[src/hw/rtl/tphb_pkg.sv]
// Shared types and constants for the trapezoid profile H-bridge PWM block.
// Holds the motor count, field widths and the structs to the serial divider.
// No dependencies.
package tphb_pkg;

	localparam int MOTOR_COUNT = 12;
	localparam int MIDX_W      = (MOTOR_COUNT > 1) ? $clog2(MOTOR_COUNT) : 1;
	localparam int DUTY_W      = 16;
	localparam int LEVEL_W     = 13;
	localparam int FULL_LEVEL  = 7500;

	typedef struct packed {
		logic              start;
		logic [DUTY_W-1:0] mag;
		logic [DUTY_W-1:0] mult;
		logic [DUTY_W-1:0] divisor;
	} md_req_t;

	typedef struct packed {
		logic              done;
		logic [DUTY_W-1:0] quot;
	} md_rsp_t;

endpackage

[src/hw/rtl/tphb_muldiv.sv]
// Bit-serial unsigned multiply then divide: quot = mag * mult / divisor.
// One bit per cycle: shift-add for the multiply, then restoring division.
// Depends on tphb_pkg.
module tphb_muldiv import tphb_pkg::*; (
	input  logic    clk,
	input  logic    arst_n,
	input  md_req_t req,
	output md_rsp_t rsp
);

	typedef enum logic [2:0] {
		PH_IDLE = 3'b001,
		PH_MUL  = 3'b010,
		PH_DIV  = 3'b100
	} md_phase_t;

	localparam int CNT_W = $clog2(DUTY_W);

	md_phase_t         phase_q;
	logic [CNT_W-1:0]  cnt_q;
	logic              done_q;
	logic [DUTY_W-1:0] hi_q;
	logic [DUTY_W-1:0] lo_q;
	logic [DUTY_W-1:0] mag_q;
	logic [DUTY_W-1:0] div_q;
	logic [DUTY_W:0]   mul_sum;
	logic [DUTY_W:0]   rem_sh;
	logic              rem_ge;
	logic [DUTY_W:0]   rem_sub;

	assign mul_sum = {1'b0, hi_q} + (lo_q[0] ? {1'b0, mag_q} : '0);
	assign rem_sh  = {hi_q, lo_q[DUTY_W-1]};
	assign rem_ge  = rem_sh >= {1'b0, div_q};
	assign rem_sub = rem_sh - {1'b0, div_q};

	always_ff @(posedge clk or negedge arst_n) begin
		if (!arst_n) begin
			phase_q <= PH_IDLE;
			cnt_q   <= '0;
			done_q  <= 1'b0;
		end else begin
			done_q <= 1'b0;
			unique case (phase_q)
				PH_IDLE: begin
					if (req.start) begin
						phase_q <= PH_MUL;
						cnt_q   <= '0;
					end
				end
				PH_MUL: begin
					cnt_q <= cnt_q + 1'b1;
					if (cnt_q == CNT_W'(DUTY_W - 1)) begin
						phase_q <= PH_DIV;
					end
				end
				PH_DIV: begin
					cnt_q <= cnt_q + 1'b1;
					if (cnt_q == CNT_W'(DUTY_W - 1)) begin
						phase_q <= PH_IDLE;
						done_q  <= 1'b1;
					end
				end
				default: phase_q <= PH_IDLE;
			endcase
		end
	end

	always_ff @(posedge clk) begin
		unique case (phase_q)
			PH_IDLE: begin
				if (req.start) begin
					hi_q  <= '0;
					lo_q  <= req.mult;
					mag_q <= req.mag;
					div_q <= req.divisor;
				end
			end
			PH_MUL: begin
				hi_q <= mul_sum[DUTY_W:1];
				lo_q <= {mul_sum[0], lo_q[DUTY_W-1:1]};
			end
			PH_DIV: begin
				hi_q <= rem_ge ? rem_sub[DUTY_W-1:0] : rem_sh[DUTY_W-1:0];
				lo_q <= {lo_q[DUTY_W-2:0], rem_ge};
			end
			default: ;
		endcase
	end

	assign rsp.done = done_q;
	assign rsp.quot = lo_q;

endmodule

[src/hw/rtl/trapezoid_profile_hbridge_pwm.sv]
// Top level of the trapezoid profile H-bridge PWM player.
// Depends on tphb_pkg and tphb_muldiv.
//
// Each input beat on the s_ channel names a motor and an event (tick, start,
// stop, direct duty or brake); s_tuser carries the event kind. A beat causes
// at most one output beat on the m_ channel with the motor's two bridge
// levels and the applied duty; m_tlast marks the tick that ended a profile.
// The profile shape registers are written through cfg_we, cfg_index and
// cfg_data; the user must write them only while the block is idle, which
// the block itself does not enforce. One beat is worked on at a time. A tick
// in a ramp runs the serial multiply/divide unit, one bit per cycle, in
// ST_CALC before ST_SEND loads the output register. Every other event
// with an output goes straight from ST_IDLE to ST_SEND; an event without
// output leaves the block in ST_IDLE, ready to take the next input beat.
// The output beat sits in a register; while the receiver stalls, the next
// input beat is still taken and worked out, and then waits for the register.
// Reset clears every motor's position and running flag and loads the shape
// registers with length 1000, peak 10000, ramps of 200.
module trapezoid_profile_hbridge_pwm import tphb_pkg::*; (
	input  logic        clk,
	input  logic        arst_n,
	input  logic        cfg_we,
	input  logic [1:0]  cfg_index,
	input  logic [15:0] cfg_data,
	input  logic        s_tvalid,
	output logic        s_tready,
	input  logic [23:0] s_tdata,   // motor[3:0], duty[19:4], zero pad
	input  logic [2:0]  s_tuser,   // kind[2:0]
	output logic        m_tvalid,
	input  logic        m_tready,
	output logic [47:0] m_tdata,   // motor_out[3:0], level_a[16:4], level_b[29:17],
	                               // applied_duty[45:30], zero pad
	output logic        m_tlast    // finished
);

	typedef enum logic [2:0] {
		ST_IDLE = 3'b001,
		ST_CALC = 3'b010,
		ST_SEND = 3'b100
	} state_t;

	typedef enum logic [2:0] {
		KIND_TICK  = 3'd0,
		KIND_START = 3'd1,
		KIND_STOP  = 3'd2,
		KIND_DUTY  = 3'd3,
		KIND_BRAKE = 3'd4
	} kind_t;

	localparam logic [1:0] REG_LENGTH    = 2'd0;
	localparam logic [1:0] REG_PEAK      = 2'd1;
	localparam logic [1:0] REG_RAMP_UP   = 2'd2;
	localparam logic [1:0] REG_RAMP_DOWN = 2'd3;

	state_t                   state_q;
	logic [15:0]              len_q;
	logic signed [DUTY_W-1:0] peak_q;
	logic [15:0]              up_q;
	logic [15:0]              down_q;
	logic [15:0]              pos_q [MOTOR_COUNT];
	logic [MOTOR_COUNT-1:0]   running_q;

	logic [3:0]               res_motor_q;
	logic signed [DUTY_W-1:0] res_duty_q;
	logic                     res_fin_q;
	logic                     res_brake_q;
	logic                     neg_q;
	logic                     fall_q;

	logic                     m_tvalid_q;
	logic [47:0]              m_tdata_q;
	logic                     m_tlast_q;

	kind_t                    kind;
	logic [3:0]               in_motor;
	logic signed [DUTY_W-1:0] in_duty;
	logic [MIDX_W-1:0]        midx;
	logic                     motor_ok;
	logic                     accept;
	logic [15:0]              pos_cur;
	logic [16:0]              sum_ad;
	logic                     has_cruise;
	logic [15:0]              cruise_end;
	logic                     tick_live;
	logic                     in_rise;
	logic                     in_cruise;
	logic                     need_div;
	logic [DUTY_W-1:0]        peak_mag;
	md_req_t                  md_req;
	md_rsp_t                  md_rsp;
	logic signed [DUTY_W:0]   quot_s;
	logic signed [DUTY_W:0]   prof_val;
	logic                     out_free;
	logic                     out_load;
	logic [DUTY_W:0]          duty_mag;
	logic [DUTY_W+2:0]        scaled;
	logic [LEVEL_W-1:0]       level;
	logic [LEVEL_W-1:0]       level_a;
	logic [LEVEL_W-1:0]       level_b;

	assign kind     = kind_t'(s_tuser);
	assign in_motor = s_tdata[3:0];
	assign in_duty  = s_tdata[19:4];
	assign midx     = in_motor[MIDX_W-1:0];
	assign motor_ok = {1'b0, in_motor} < 5'(MOTOR_COUNT);
	assign s_tready = state_q == ST_IDLE;
	assign accept   = s_tvalid & s_tready;
	assign pos_cur  = pos_q[midx];

	// The cruise phase ends at L - D when the ramps leave room, else at A.
	assign sum_ad     = {1'b0, up_q} + {1'b0, down_q};
	assign has_cruise = {1'b0, len_q} > sum_ad;
	assign cruise_end = has_cruise ? (len_q - down_q) : up_q;
	assign tick_live  = kind == KIND_TICK && running_q[midx] && pos_cur < len_q;
	assign in_rise    = pos_cur < up_q;
	assign in_cruise  = pos_cur < cruise_end;
	assign need_div   = accept && motor_ok && tick_live &&
	                    (in_rise || (!in_cruise && down_q != '0));
	assign peak_mag   = peak_q[DUTY_W-1] ? (~peak_q + 1'b1) : peak_q;

	always_comb begin
		md_req.start   = need_div;
		md_req.mag     = peak_mag;
		md_req.mult    = in_rise ? pos_cur : (pos_cur - cruise_end);
		md_req.divisor = in_rise ? up_q : down_q;
	end

	tphb_muldiv u_muldiv (
		.clk    (clk),
		.arst_n (arst_n),
		.req    (md_req),
		.rsp    (md_rsp)
	);

	assign quot_s   = neg_q ? -$signed({1'b0, md_rsp.quot}) : $signed({1'b0, md_rsp.quot});
	assign prof_val = fall_q ? ($signed({peak_q[DUTY_W-1], peak_q}) - quot_s) : quot_s;

	always_ff @(posedge clk or negedge arst_n) begin
		if (!arst_n) begin
			len_q   <= 16'd1000;
			peak_q  <= 16'sd10000;
			up_q    <= 16'd200;
			down_q  <= 16'd200;
		end else if (cfg_we) begin
			unique case (cfg_index)
				REG_LENGTH:    len_q  <= cfg_data;
				REG_PEAK:      peak_q <= cfg_data;
				REG_RAMP_UP:   up_q   <= cfg_data;
				REG_RAMP_DOWN: down_q <= cfg_data;
				default: ;
			endcase
		end
	end

	always_ff @(posedge clk or negedge arst_n) begin
		if (!arst_n) begin
			state_q   <= ST_IDLE;
			running_q <= '0;
			for (int i = 0; i < MOTOR_COUNT; i++) begin
				pos_q[i] <= '0;
			end
		end else begin
			unique case (state_q)
				ST_IDLE: begin
					if (accept && motor_ok) begin
						unique case (kind)
							KIND_TICK: begin
								if (running_q[midx]) begin
									state_q <= need_div ? ST_CALC : ST_SEND;
									if (tick_live) begin
										pos_q[midx] <= pos_cur + 1'b1;
									end else begin
										running_q[midx] <= 1'b0;
									end
								end
							end
							KIND_START: begin
								pos_q[midx]     <= '0;
								running_q[midx] <= 1'b1;
							end
							KIND_STOP, KIND_DUTY: begin
								running_q[midx] <= 1'b0;
								state_q         <= ST_SEND;
							end
							KIND_BRAKE: state_q <= ST_SEND;
							default: ;
						endcase
					end
				end
				ST_CALC: begin
					if (md_rsp.done) begin
						state_q <= ST_SEND;
					end
				end
				ST_SEND: begin
					if (out_free) begin
						state_q <= ST_IDLE;
					end
				end
				default: state_q <= ST_IDLE;
			endcase
		end
	end

	always_ff @(posedge clk) begin
		if (state_q == ST_IDLE && accept) begin
			res_motor_q <= in_motor;
			res_fin_q   <= kind == KIND_TICK && !tick_live;
			res_brake_q <= kind == KIND_BRAKE;
			neg_q       <= peak_q[DUTY_W-1];
			fall_q      <= !in_rise;
			if (kind == KIND_DUTY) begin
				res_duty_q <= in_duty;
			end else if (tick_live && in_cruise && !in_rise) begin
				res_duty_q <= peak_q;
			end else begin
				res_duty_q <= '0;
			end
		end else if (state_q == ST_CALC && md_rsp.done) begin
			res_duty_q <= prof_val[DUTY_W-1:0];
		end
	end

	// Level is |duty| * 3 / 4, which equals |duty| * 7500 / 10000 truncated.
	assign duty_mag = res_duty_q[DUTY_W-1] ? -{res_duty_q[DUTY_W-1], res_duty_q}
	                                       : {1'b0, res_duty_q};
	assign scaled   = {1'b0, duty_mag, 1'b0} + {2'b00, duty_mag};
	assign level    = (scaled[DUTY_W+2:2] > (DUTY_W+1)'(FULL_LEVEL)) ?
	                  LEVEL_W'(FULL_LEVEL) : scaled[LEVEL_W+1:2];
	assign level_a  = res_brake_q ? LEVEL_W'(FULL_LEVEL) :
	                  (!res_duty_q[DUTY_W-1] ? level : '0);
	assign level_b  = res_brake_q ? LEVEL_W'(FULL_LEVEL) :
	                  (res_duty_q[DUTY_W-1] ? level : '0);

	assign out_free = !m_tvalid_q || m_tready;
	assign out_load = state_q == ST_SEND && out_free;

	always_ff @(posedge clk or negedge arst_n) begin
		if (!arst_n) begin
			m_tvalid_q <= 1'b0;
		end else if (out_load) begin
			m_tvalid_q <= 1'b1;
		end else if (m_tready) begin
			m_tvalid_q <= 1'b0;
		end
	end

	always_ff @(posedge clk) begin
		if (out_load) begin
			m_tdata_q <= {2'b00, res_duty_q, level_b, level_a, res_motor_q};
			m_tlast_q <= res_fin_q;
		end
	end

	assign m_tvalid = m_tvalid_q;
	assign m_tdata  = m_tdata_q;
	assign m_tlast  = m_tlast_q;

endmodule

[config.mk]
export PLATFORM = sky130hd
export DESIGN_NAME = trapezoid_profile_hbridge_pwm
export DESIGN_NICKNAME = d
export VERILOG_FILES = /design/src/hw/rtl/tphb_pkg.sv /design/src/hw/rtl/tphb_muldiv.sv /design/src/hw/rtl/trapezoid_profile_hbridge_pwm.sv
export SDC_FILE = /design/constraint.sdc
export NUM_CORES = 1
export LEC_CHECK = 0
export ABC_AREA = 0
export BUFFER_PORTS_ARGS = -buffer_cell sky130_fd_sc_hd__buf_2
export CAP_MARGIN = 0
export CORE_MARGIN = 2
export CORE_UTILIZATION = 61
export DETAILED_ROUTE_END_ITERATION = 10
export GPL_TIMING_DRIVEN = 0
export HOLD_SLACK_MARGIN = 0.08
export PLACE_DENSITY = 0.83
export REMOVE_ABC_BUFFERS = 1
export SLEW_MARGIN = 30
export SYNTH_ARGS = -nofsm -noshare
export SYNTH_HDL_FRONTEND = slang
export SYNTH_SLANG_ARGS = --single-unit
[constraint.sdc]
create_clock -name clk -period 8.1 [get_ports clk]
set_input_delay 0.81 -clock clk [delete_from_list [all_inputs] [get_ports clk]]
set_output_delay 0.81 -clock clk [all_outputs]
set_load 0.02 [all_outputs]
* After elaboration in Yosys (flattened, before gate mapping) *
Index checks and enable logic that the tools add are counted.

storage, ports and cells
  word-level logic and storage cells = 193
  flip-flop bits (word level) = 415
  output and inout bits = 51

cells by class
  add/sub/neg operators = 12
  reductions and logical operators = 45
  bitwise operators = 9
  equality and inequality tests = 25
  multiplexer cells = 53
  order comparisons = 11

operators with widths
  kind                                                              count
  2-to-1 mux 192 bit                                                2
  one-hot mux 192 bit (2 select lines)                              1
  2-to-1 mux 16 bit                                                 16
  AND 192 bit                                                       1
  bitwise mux 192 bit                                               1
  NOT 192 bit                                                       1
  one-hot mux 16 bit (3 select lines)                               2
  binary-select mux 16 bit (select 4 bit)                           1
  demux 16 bit (select 4 bit)                                       1
  subtractor 16 bit                                                 4
  less-than comparator 16 bit                                       3
  2-to-1 mux 13 bit                                                 3
  one-hot mux 12 bit (3 select lines)                               1
  adder 16 x 16 -> 17 bit                                           2
  adder 16 x 1 -> 16 bit (second input constant)                    2
  2-to-1 mux 12 bit                                                 2
  2-to-1 mux 3 bit                                                  8
  adder 18 x 17 -> 19 bit                                           1
  one-hot mux 3 bit (3 select lines)                                2
  >= comparator 17 x 16 -> 1 bit                                    1
  greater-than comparator 16 x 17 -> 1 bit                          1
  greater-than comparator 17 x 13 -> 1 bit (second input constant)  1
  2-to-1 mux 17 bit                                                 1
  negation 17 bit                                                   1
  other kinds (44)                                                  96

* Longest topological paths before layout *
Gate-level depths: netlist (run 1).

  depth in word-level cells = 14
  depth in mapped cells = 31
  depth with buffers taken out = 30

* Modules after synthesis *
From an unflattened synthesis (run 1), not the netlist that was laid out.

second synthesis, totals
  cells, all modules = 2480
  area total of the unflattened synthesis = 25574.5 um^2

by module, submodules not included
  module                         seq. area each (um^2)  area an instance (um^2)  times used  cells each
  trapezoid_profile_hbridge_pwm  8961.1                 20972.6                  1           2033
  tphb_muldiv                    2123.3                 4601.9                   1           447

* Least setup slack after synthesis (run 1) *
No wires, ideal clock.

  kind = register -> register
  from = reg down_q[0]
  to = reg u_muldiv.hi_q[0], enable pin
  stages on the path, launching flop included = 31
  path slack = 0.699 ns
  data arrival time = 7.010 ns
  cells stage by stage = dfrtp_1 ha_1 fa_1 a21o_1 a21oi_1 nor2b_1 o21a_1 o221ai_1 and2_1 o21ai_0 a21oi_1 xor2_1 ha_1 nand2_1 nor3_1 nand3_1 a221oi_1 nor2_1 or4_1 clkbuf_1 clkbuf_1 mux2i_1 ha_1 nor2b_1 o31a_1 o221ai_1 a2111oi_0 o21ai_0 a21oi_1 nand3_1 nand2_1

between the ends
  word-level cells in the longest chain between the ends = 10
  elaborated cells on any way between the ends = 12
  classes of those cells = add/sub: 2; order compare: 2; eq/ne: 1; mux: 1; reduce/logical: 6

RTL lines
  item                                      line                                  RTL
  start: declaration                        trapezoid_profile_hbridge_pwm.sv:59   logic [15:0] down_q;
  start signal: assignment                  trapezoid_profile_hbridge_pwm.sv:149  REG_RAMP_DOWN: down_q <= cfg_data;
  adder 16 x 16 -> 17 bit                   trapezoid_profile_hbridge_pwm.sv:111  assign sum_ad = {1'b0, up_q} + {1'b0, down_q};
  greater-than comparator 16 x 17 -> 1 bit  trapezoid_profile_hbridge_pwm.sv:112  assign has_cruise = {1'b0, len_q} > sum_ad;
  2-to-1 mux 16 bit                         trapezoid_profile_hbridge_pwm.sv:113  assign cruise_end = has_cruise ? (len_q - down_q) : up_q;
  less-than comparator 16 bit               trapezoid_profile_hbridge_pwm.sv:116  assign in_cruise = pos_cur < cruise_end;
  zero test 1 bit                           trapezoid_profile_hbridge_pwm.sv:118  (in_rise || (!in_cruise && down_q != '0));
  logical AND 1 bit *                       trapezoid_profile_hbridge_pwm.sv:118
  logical OR 1 bit *                        trapezoid_profile_hbridge_pwm.sv:118
  logical AND 1 bit *                       trapezoid_profile_hbridge_pwm.sv:117  assign need_div = accept && motor_ok && tick_live &&
  inequality test 2 bit (no line) *         -
  AND reduction 2 bit (no line) *           -
  end signal: assignment                    tphb_muldiv.sv:79                     hi_q <= mul_sum[DUTY_W:1];
  end signal: assignment                    tphb_muldiv.sv:83                     hi_q <= rem_ge ? rem_sub[DUTY_W-1:0] : rem_sh[DUTY_W-1:0];
  end: declaration                          tphb_muldiv.sv:22                     logic [DUTY_W-1:0] hi_q;

Mark *: on every way between the ends. The rest lies on a longest branch, timed or not.
A chain may end at the register's enable or synchronous reset.

* Final worst setup path (run 1) *
  from = reg down_q[0]
  to = reg u_muldiv.hi_q[15], enable pin

Same word-level chain as after synthesis.

==> flow_metrics.py, run 1 <==
metrics = {
    "critical_path": {
        "required_ps": 8370,
        "crit_type": "flop to flop",
        "crit_top_cell": "ha_1",
        "worstPathMaxFanout": 17,
        "arrival_ps": 7960,
        "startpoint": "down_q[0]",
        "slowest_delay_ps": 500,
        "start_kind": "flop",
        "crit_slowest_cell": "or4_4",
        "critPathCaptureType": "flop",
        "reg2reg_from": "down_q[0]",
    },
    "logic_synthesis": {
        "synth-seq-cells": 415,
        "synth_ff_type": "dfrtp_1",
        "synth_cell_types": 82,
        "syn_area_um2": 25340,
        "synthesis.instances": 2433,
        "synth_seq_area_share": 0.4375,
        "ys.warnings.count": 0,
        "synth_edf_count": 135,
        "async_reset_ff_frac": 0.6747,
        "syn_avg_cell_area_um2": 10.41,
    },
    "floorplanning": {
        "core-area_um2": 40920,
        "pin_count": 101,
        "die_w_um": 207.8,
        "rows": 74,
        "start_util": 0.6191,
        "die_h_um": 207.8,
        "dieArea_um2": 43180,
    },
    "drt": {
        "wl_per_cell_um": 22.50,
        "firstDrtPassIters": 6,
        "drt_wl_total_mm": 68.41,
        "drc": 0,
        "ant_nets": 0,
        "viasPerCell": 6.679,
        "dr.first_iter.drc_count": 2102,
        "vias": 20310,
    },
    "grt": {
        "antenna_found_initial": 1,
        "grt_pass1_vias": 19810,
        "grt_max_degree": 95,
        "grt_pass1_wl_mm": 107.3,
        "globalRouteTotalUtil": 0.3101,
        "grt.overflow.total": 0,
    },
    "outcome": {
        "outcome": "completed",
    },
    "timing": {
        "hold_slack_ps": 112.8,
        "setup_tns_ps": 0,
        "relSlewSlack": 0.2960,
        "period_share": 0.9494,
        "worst_pin_slew_ps": 1053,
        "fin_crit_ps": 7690,
        "fmax_mhz": 130.0,
        "drv_slew": 0,
        "finClkSkew_ps": 28.45,
        "setup_violations": 0,
        "rsz0062_at_grt": "no",
        "hold_viol_final": 0,
    },
    "cts": {
        "cts_made_buffers": 45,
        "cts.clk_slew.worst_paths_ps": 60,
        "htreeDepth": 2,
        "cts_root_buf": "clkbuf_16",
        "clockBufferDepth": 3,
        "ctsHoldBuffers": 0,
        "clock_insertion_delay_worst_skew_ps": 600,
        "clock_sinks": 415,
        "cts_tree": "yes",
    },
    "placed_design": {
        "portBuffers": 94,
        "dp_hpwl_mm": 47.60,
        "gp_congestion": 0.9602,
    },
    "cells_and_area": {
        "final_nets": 2692,
        "layout_commonest_cell": "nand2_1",
        "multi_input_area_um2": 13490,
        "layout_common_cells": "nand2_1, dfrtp_1, o21ai_0",
        "drive_gt1_frac": 0.1463,
        "syn_to_final_growth_pct": 9.961,
        "num-fill-cells": 3003,
        "seq_area_um2": 11080,
    },
    "job": {
        "cap_violations": 0,
    },
    "min_path": {
        "hold_path_class": "primary input to async pin",
    },
    "power": {
        "ir_drop_mv": 0.2022,
        "power_density_nw_per_um2": 234.9,
        "p_leak_uw": 0.01217,
    },
}
## report_power, final
| part | internal, uW | switching, uW |
|---|---|---|
| sequential | 2300 | 146 |
| combinational | 838 | 1160 |
| clock | 1200 | 893 |
## kinds of logic (layout without fill, tap and decap cells)
logic type / Yosys count / count (layout) / share of synthesized area
adders and majority gates: 168 / 168 / 0.08504
xor gates and xnor gates: 133 / 133 / 0.04598
other: 1 / 5 / 0.0001480
muxes: 157 / 157 / 0.09166
AOI/OAI and AO/OA: 679 / 679 / 0.1775
DFF: 415 / 415 / 0.4375
and+or+nand+nor: 660 / 661 / 0.1255
buffers and inverters: 220 / 291 / 0.03664
## layer usage
layer | part of all wire | up-vias | track usage
met4 | 0.038 | 0 | 0.1250
met1 | 0.40 | 9987 | 0.4141
met3 | 0.086 | 190 | 0.05628
met5 | 0 | - | 0
li1 | - | 9063 | -
met2 | 0.48 | 1070 | 0.5040
## worst paths after layout
path / slack [ps] / to / cells past startpoint
max: 410 / u_muldiv.hi_q[15] / 30
min: 110 / down_q[8] / 1
max reg2reg: 410 / u_muldiv.hi_q[15] / 30
min reg2reg: 420 / m_tdata[0] / 0
max in group asynchronous: 6470 / async pin / 4
min in group clk: 420 / m_tdata[0] / 0
## what timing repair did
action / in CTS / in global routing
setup buffers: 0 / 5
gates cloned: 1 / 1
gates resized for setup: 13 / 2
pin swaps: 2 / 1
endpoints found under the setup margin: 88 / 83
## flip-flops by register name, indices dropped and copies added (netlist names), 3 cells and up, named ones only
register,count
m_tdata,46
u_muldiv.div_q,16
len_q,16
up_q,16
u_muldiv.mag_q,16
res_duty_q,16
peak_q,16
pos_q,192
state_q,3
u_muldiv.phase_q,3
res_motor_q,4
u_muldiv.cnt_q,4
u_muldiv.hi_q,16
u_muldiv.lo_q,16
down_q,16
## worst max-delay path, delay by kind of cell, from the launching register on
kind | cells | cell delay (ps)
compound gates | 12 | 2940
simple gates | 10 | 1890
fa+ha+maj | 5 | 1600
flops | 1 | 450
buf+inv | 1 | 190
mux | 1 | 170
xor+xnor | 1 | 100
## cells in the mapped netlist, types with 27 or more instances
cell / number / share of area
nand2_1: 264 / 0.039
dfrtp_1: 261 / 0.26
o21ai_0: 186 / 0.037
ha_1: 161 / 0.080
edfxtp_1: 135 / 0.16
a21oi_1: 127 / 0.025
nor2_1: 124 / 0.018
a22o_1: 107 / 0.037
inv_1: 100 / 0.015
clkbuf_1: 90 / 0.013
xnor2_1: 79 / 0.027
mux2_2: 66 / 0.029
xor2_1: 54 / 0.019
mux4_2: 43 / 0.038
nor3_1: 41 / 0.0081
mux2i_1: 40 / 0.016
a21o_1: 31 / 0.0092
nand3_1: 31 / 0.0061
o21a_1: 31 / 0.0092
nand2b_1: 29 / 0.0072
nor2b_1: 29 / 0.0072
and2_1: 27 / 0.0067
## through the flow
step	power, uW	std cells	worst slack (ps)	util	instance area [um2]
after floorplan	3873	2317	535.6	-	24800
after global placement	4306	2943	-1296	0.6338	25940
after detailed placement	4390	2952	-1099	0.6401	26200
after CTS	6482	3034	50.42	0.6784	27760
after global routing	6852	3041	151.9	0.6808	27860
final	6543	3041	409.8	0.6808	27860
## layout make-up
type                       count  area share
multi-input combinational   1802      0.4844
sequential                   415      0.3979
timing repair inverter         1   0.0003144
inverter                     101     0.01415
clock inverter                20    0.008219
clock buffer                  61     0.04545
tap                          532     0.02389
timing repair buffer         108     0.02564
antenna                        1  0.00008982
(Power assumes the default switching activity.)
==> run 2, diff against run 1 <==
--- a/config.mk
+++ b/config.mk
@@ -6,14 +6,14 @@
 export NUM_CORES = 1
 export LEC_CHECK = 0
 export ABC_AREA = 0
-export BUFFER_PORTS_ARGS = -buffer_cell sky130_fd_sc_hd__buf_2
 export CAP_MARGIN = 0
 export CORE_MARGIN = 2
 export CORE_UTILIZATION = 61
 export DETAILED_ROUTE_END_ITERATION = 10
+export DONT_BUFFER_PORTS = 1
 export GPL_TIMING_DRIVEN = 0
 export HOLD_SLACK_MARGIN = 0.08
-export PLACE_DENSITY = 0.83
+export PLACE_DENSITY = 0.81
 export REMOVE_ABC_BUFFERS = 1
 export SLEW_MARGIN = 30
 export SYNTH_ARGS = -nofsm -noshare
==> constraint.sdc (replaced) <==
create_clock -name clk -period 9.15 [get_ports clk]
set_input_delay 0.915 -clock clk [delete_from_list [all_inputs] [get_ports clk]]
set_output_delay 0.915 -clock clk [all_outputs]
set_load 0.02 [all_outputs]
==> run 2 against run 1 <==
Sequential cell count stayed put. Die area stayed put. Routed wire length is 1.4% lower. Fmax is 8.9% lower. Clock skew is 1.7 ps lower. First-iteration DRC count is 13% lower. Highest routed layer is now met5. Register-to-register slack better by 290 ps. Clock power is 7% lower. Power is 11% lower. Critical path depth is 1 lower. Final cell count is 3.3% lower.
==> flow_metrics.py, run 2 (synthesis results as in run 1) <==
metrics = {
    "outcome": {
        "outcome": "completed",
    },
    "critical_path": {
        "slowest_delay_ps": 730,
        "worstPathMaxFanout": 32,
        "cp.buffers_inverters": 1,
        "cp_num_cells": 29,
        "start_kind": "flop",
        "ff2ff_path_depth": 29,
        "crit_type": "flop to flop",
        "cp_top_family": "compound AO/OA/AOI/OAI gates",
        "critPathCaptureType": "flop",
        "arrival_ps": 8720,
        "required_ps": 9430,
        "crit_slowest_cell": "or4_4",
        "r2r_slack_ps": 700,
    },
    "cts": {
        "clock_sinks": 415,
        "post_cts_buffers": 0,
        "cts_root_buf": "clkbuf_16",
        "clock_insertion_delay_worst_skew_ps": 610,
        "cts_tree": "yes",
        "htreeDepth": 2,
        "clockBufferDepth": 3,
        "cts_made_buffers": 46,
        "cts.clk_slew.worst_paths_ps": 60,
    },
    "grt": {
        "grt_pass1_vias": 19480,
        "grt.overflow.total": 0,
        "grt_pass1_wl_mm": 107.2,
        "globalRouteTotalUtil": 0.3101,
        "antenna_found_initial": 1,
        "grt_max_degree": 262,
    },
    "cells_and_area": {
        "instances_no_fill": 2940,
        "syn_to_final_growth_pct": 7.743,
        "final_nets": 2591,
        "regMostFlops": "pos_q",
        "final_util": 0.6670,
        "drive_gt1_frac": 0.1088,
        "layout_commonest_cell": "nand2_1",
        "antenna_cells": 0,
        "layout_common_cells": "nand2_1, dfrtp_1, o21ai_0",
        "largest_reg_flops": 192,
        "num-fill-cells": 3063,
    },
    "floorplanning": {
        "pin_count": 101,
        "core-area_um2": 40920,
        "start_util": 0.6191,
        "die_w_um": 207.8,
        "die_h_um": 207.8,
        "dieArea_um2": 43180,
        "rows": 74,
    },
    "timing": {
        "fmax_mhz": 118.4,
        "relSlewSlack": 0.3454,
        "rsz0062_at_grt": "no",
        "finClkSkew_ps": 26.77,
        "drv_slew": 0,
        "period_share": 0.9230,
        "worst_pin_slew_ps": 979.8,
        "hold_viol_final": 0,
        "fin_crit_ps": 8446,
        "setup_violations": 0,
    },
    "placed_design": {
        "gp_congestion": 0.9370,
        "dp_hpwl_mm": 47.05,
        "dp.cells": 2855,
        "portBuffers": 0,
    },
    "drt": {
        "drc": 0,
        "viasPerCell": 6.720,
        "dr.first_iter.drc_count": 1823,
        "vias": 19760,
        "wl_per_cell_um": 22.93,
        "firstDrtPassIters": 6,
        "drt_wl_total_mm": 67.43,
        "ant_nets": 0,
    },
    "power": {
        "p_total_uw": 5803,
        "power_density_nw_per_um2": 212.6,
        "ir_drop_mv": 0.1511,
        "p_leak_uw": 0.01177,
    },
    "min_path": {
        "hold_path_class": "primary input to async pin",
    },
    "job": {
        "cap_violations": 0,
    },
}
## run 2: worst paths after layout
check	end	start
hold / removal	len_q[3]	arst_n
hold reg to reg	m_tdata[3]	res_motor_q[3]
setup / recovery	u_muldiv.div_q[14]	down_q[0]
max in group asynchronous	pos_q[90]	arst_n
setup reg to reg	u_muldiv.div_q[14]	down_q[0]
min in group clk	res_motor_q[2]	s_tdata[2]
## run 2: final cells by class
type	instances	area, um2	share of cell area
clock buffer	64	1310	0.04799
clock inverter	19	281.5	0.01031
inverter	101	395.4	0.01448
multi-input combinational	1801	13430	0.4920
sequential	415	11080	0.4061
tap	532	665.6	0.02438
timing repair buffer	8	131.4	0.004813
## run 2: report_power, final
part | total [uW] | switching, uW | internal [uW]
Sequential | 2170 | 136 | 2040
Clock | 1940 | 790 | 1150
Combinational | 1690 | 978 | 712
Total | 5800 | 1900 | 3900
## run 2: repair_timing
action | 4_1_cts | 5_1_grt
endpoints found under the hold margin | 261 | 0
endpoints found under the setup margin | 0 | 65
resized for setup | 0 | 9
hold buffers | 1 | 0
## run 2: through the flow
stage / setup TNS (ps) / area, um2 / hold slack, ps / setup WS [ps]
floorplan: 0 / 24800 / 400.3 / 1586
global placement: -2399 / 25470 / 404.5 / -78.69
detailed placement: 0 / 25610 / 408.4 / 235.7
CTS: 0 / 27230 / 130.3 / 155.5
global route: 0 / 27300 / 136.5 / 182.4
finish: 0 / 27300 / 158.0 / 704.4
## run 2: worst reg2reg max path, delay by kind of cell (launching register included)
family	cells	cell delay [ps]
AOI/OAI and AO/OA	12	3110
xor gates and xnor gates	1	90
adders and majority gates	5	1590
buffers and inverters	1	470
DFF	1	460
muxes	1	190
and+or+nand+nor	9	2200
## run 2: per-layer routing
layer / part of all wire / routed length, um / track usage / vias up
met5: 0.00016 / 11 / 0 / -
met4: 0.033 / 2213 / 0.1120 / 2
met3: 0.077 / 5196 / 0.04766 / 171
met2: 0.48 / 32590 / 0.5132 / 919
met1: 0.41 / 27420 / 0.4169 / 9795
li1: - / - / - / 8871
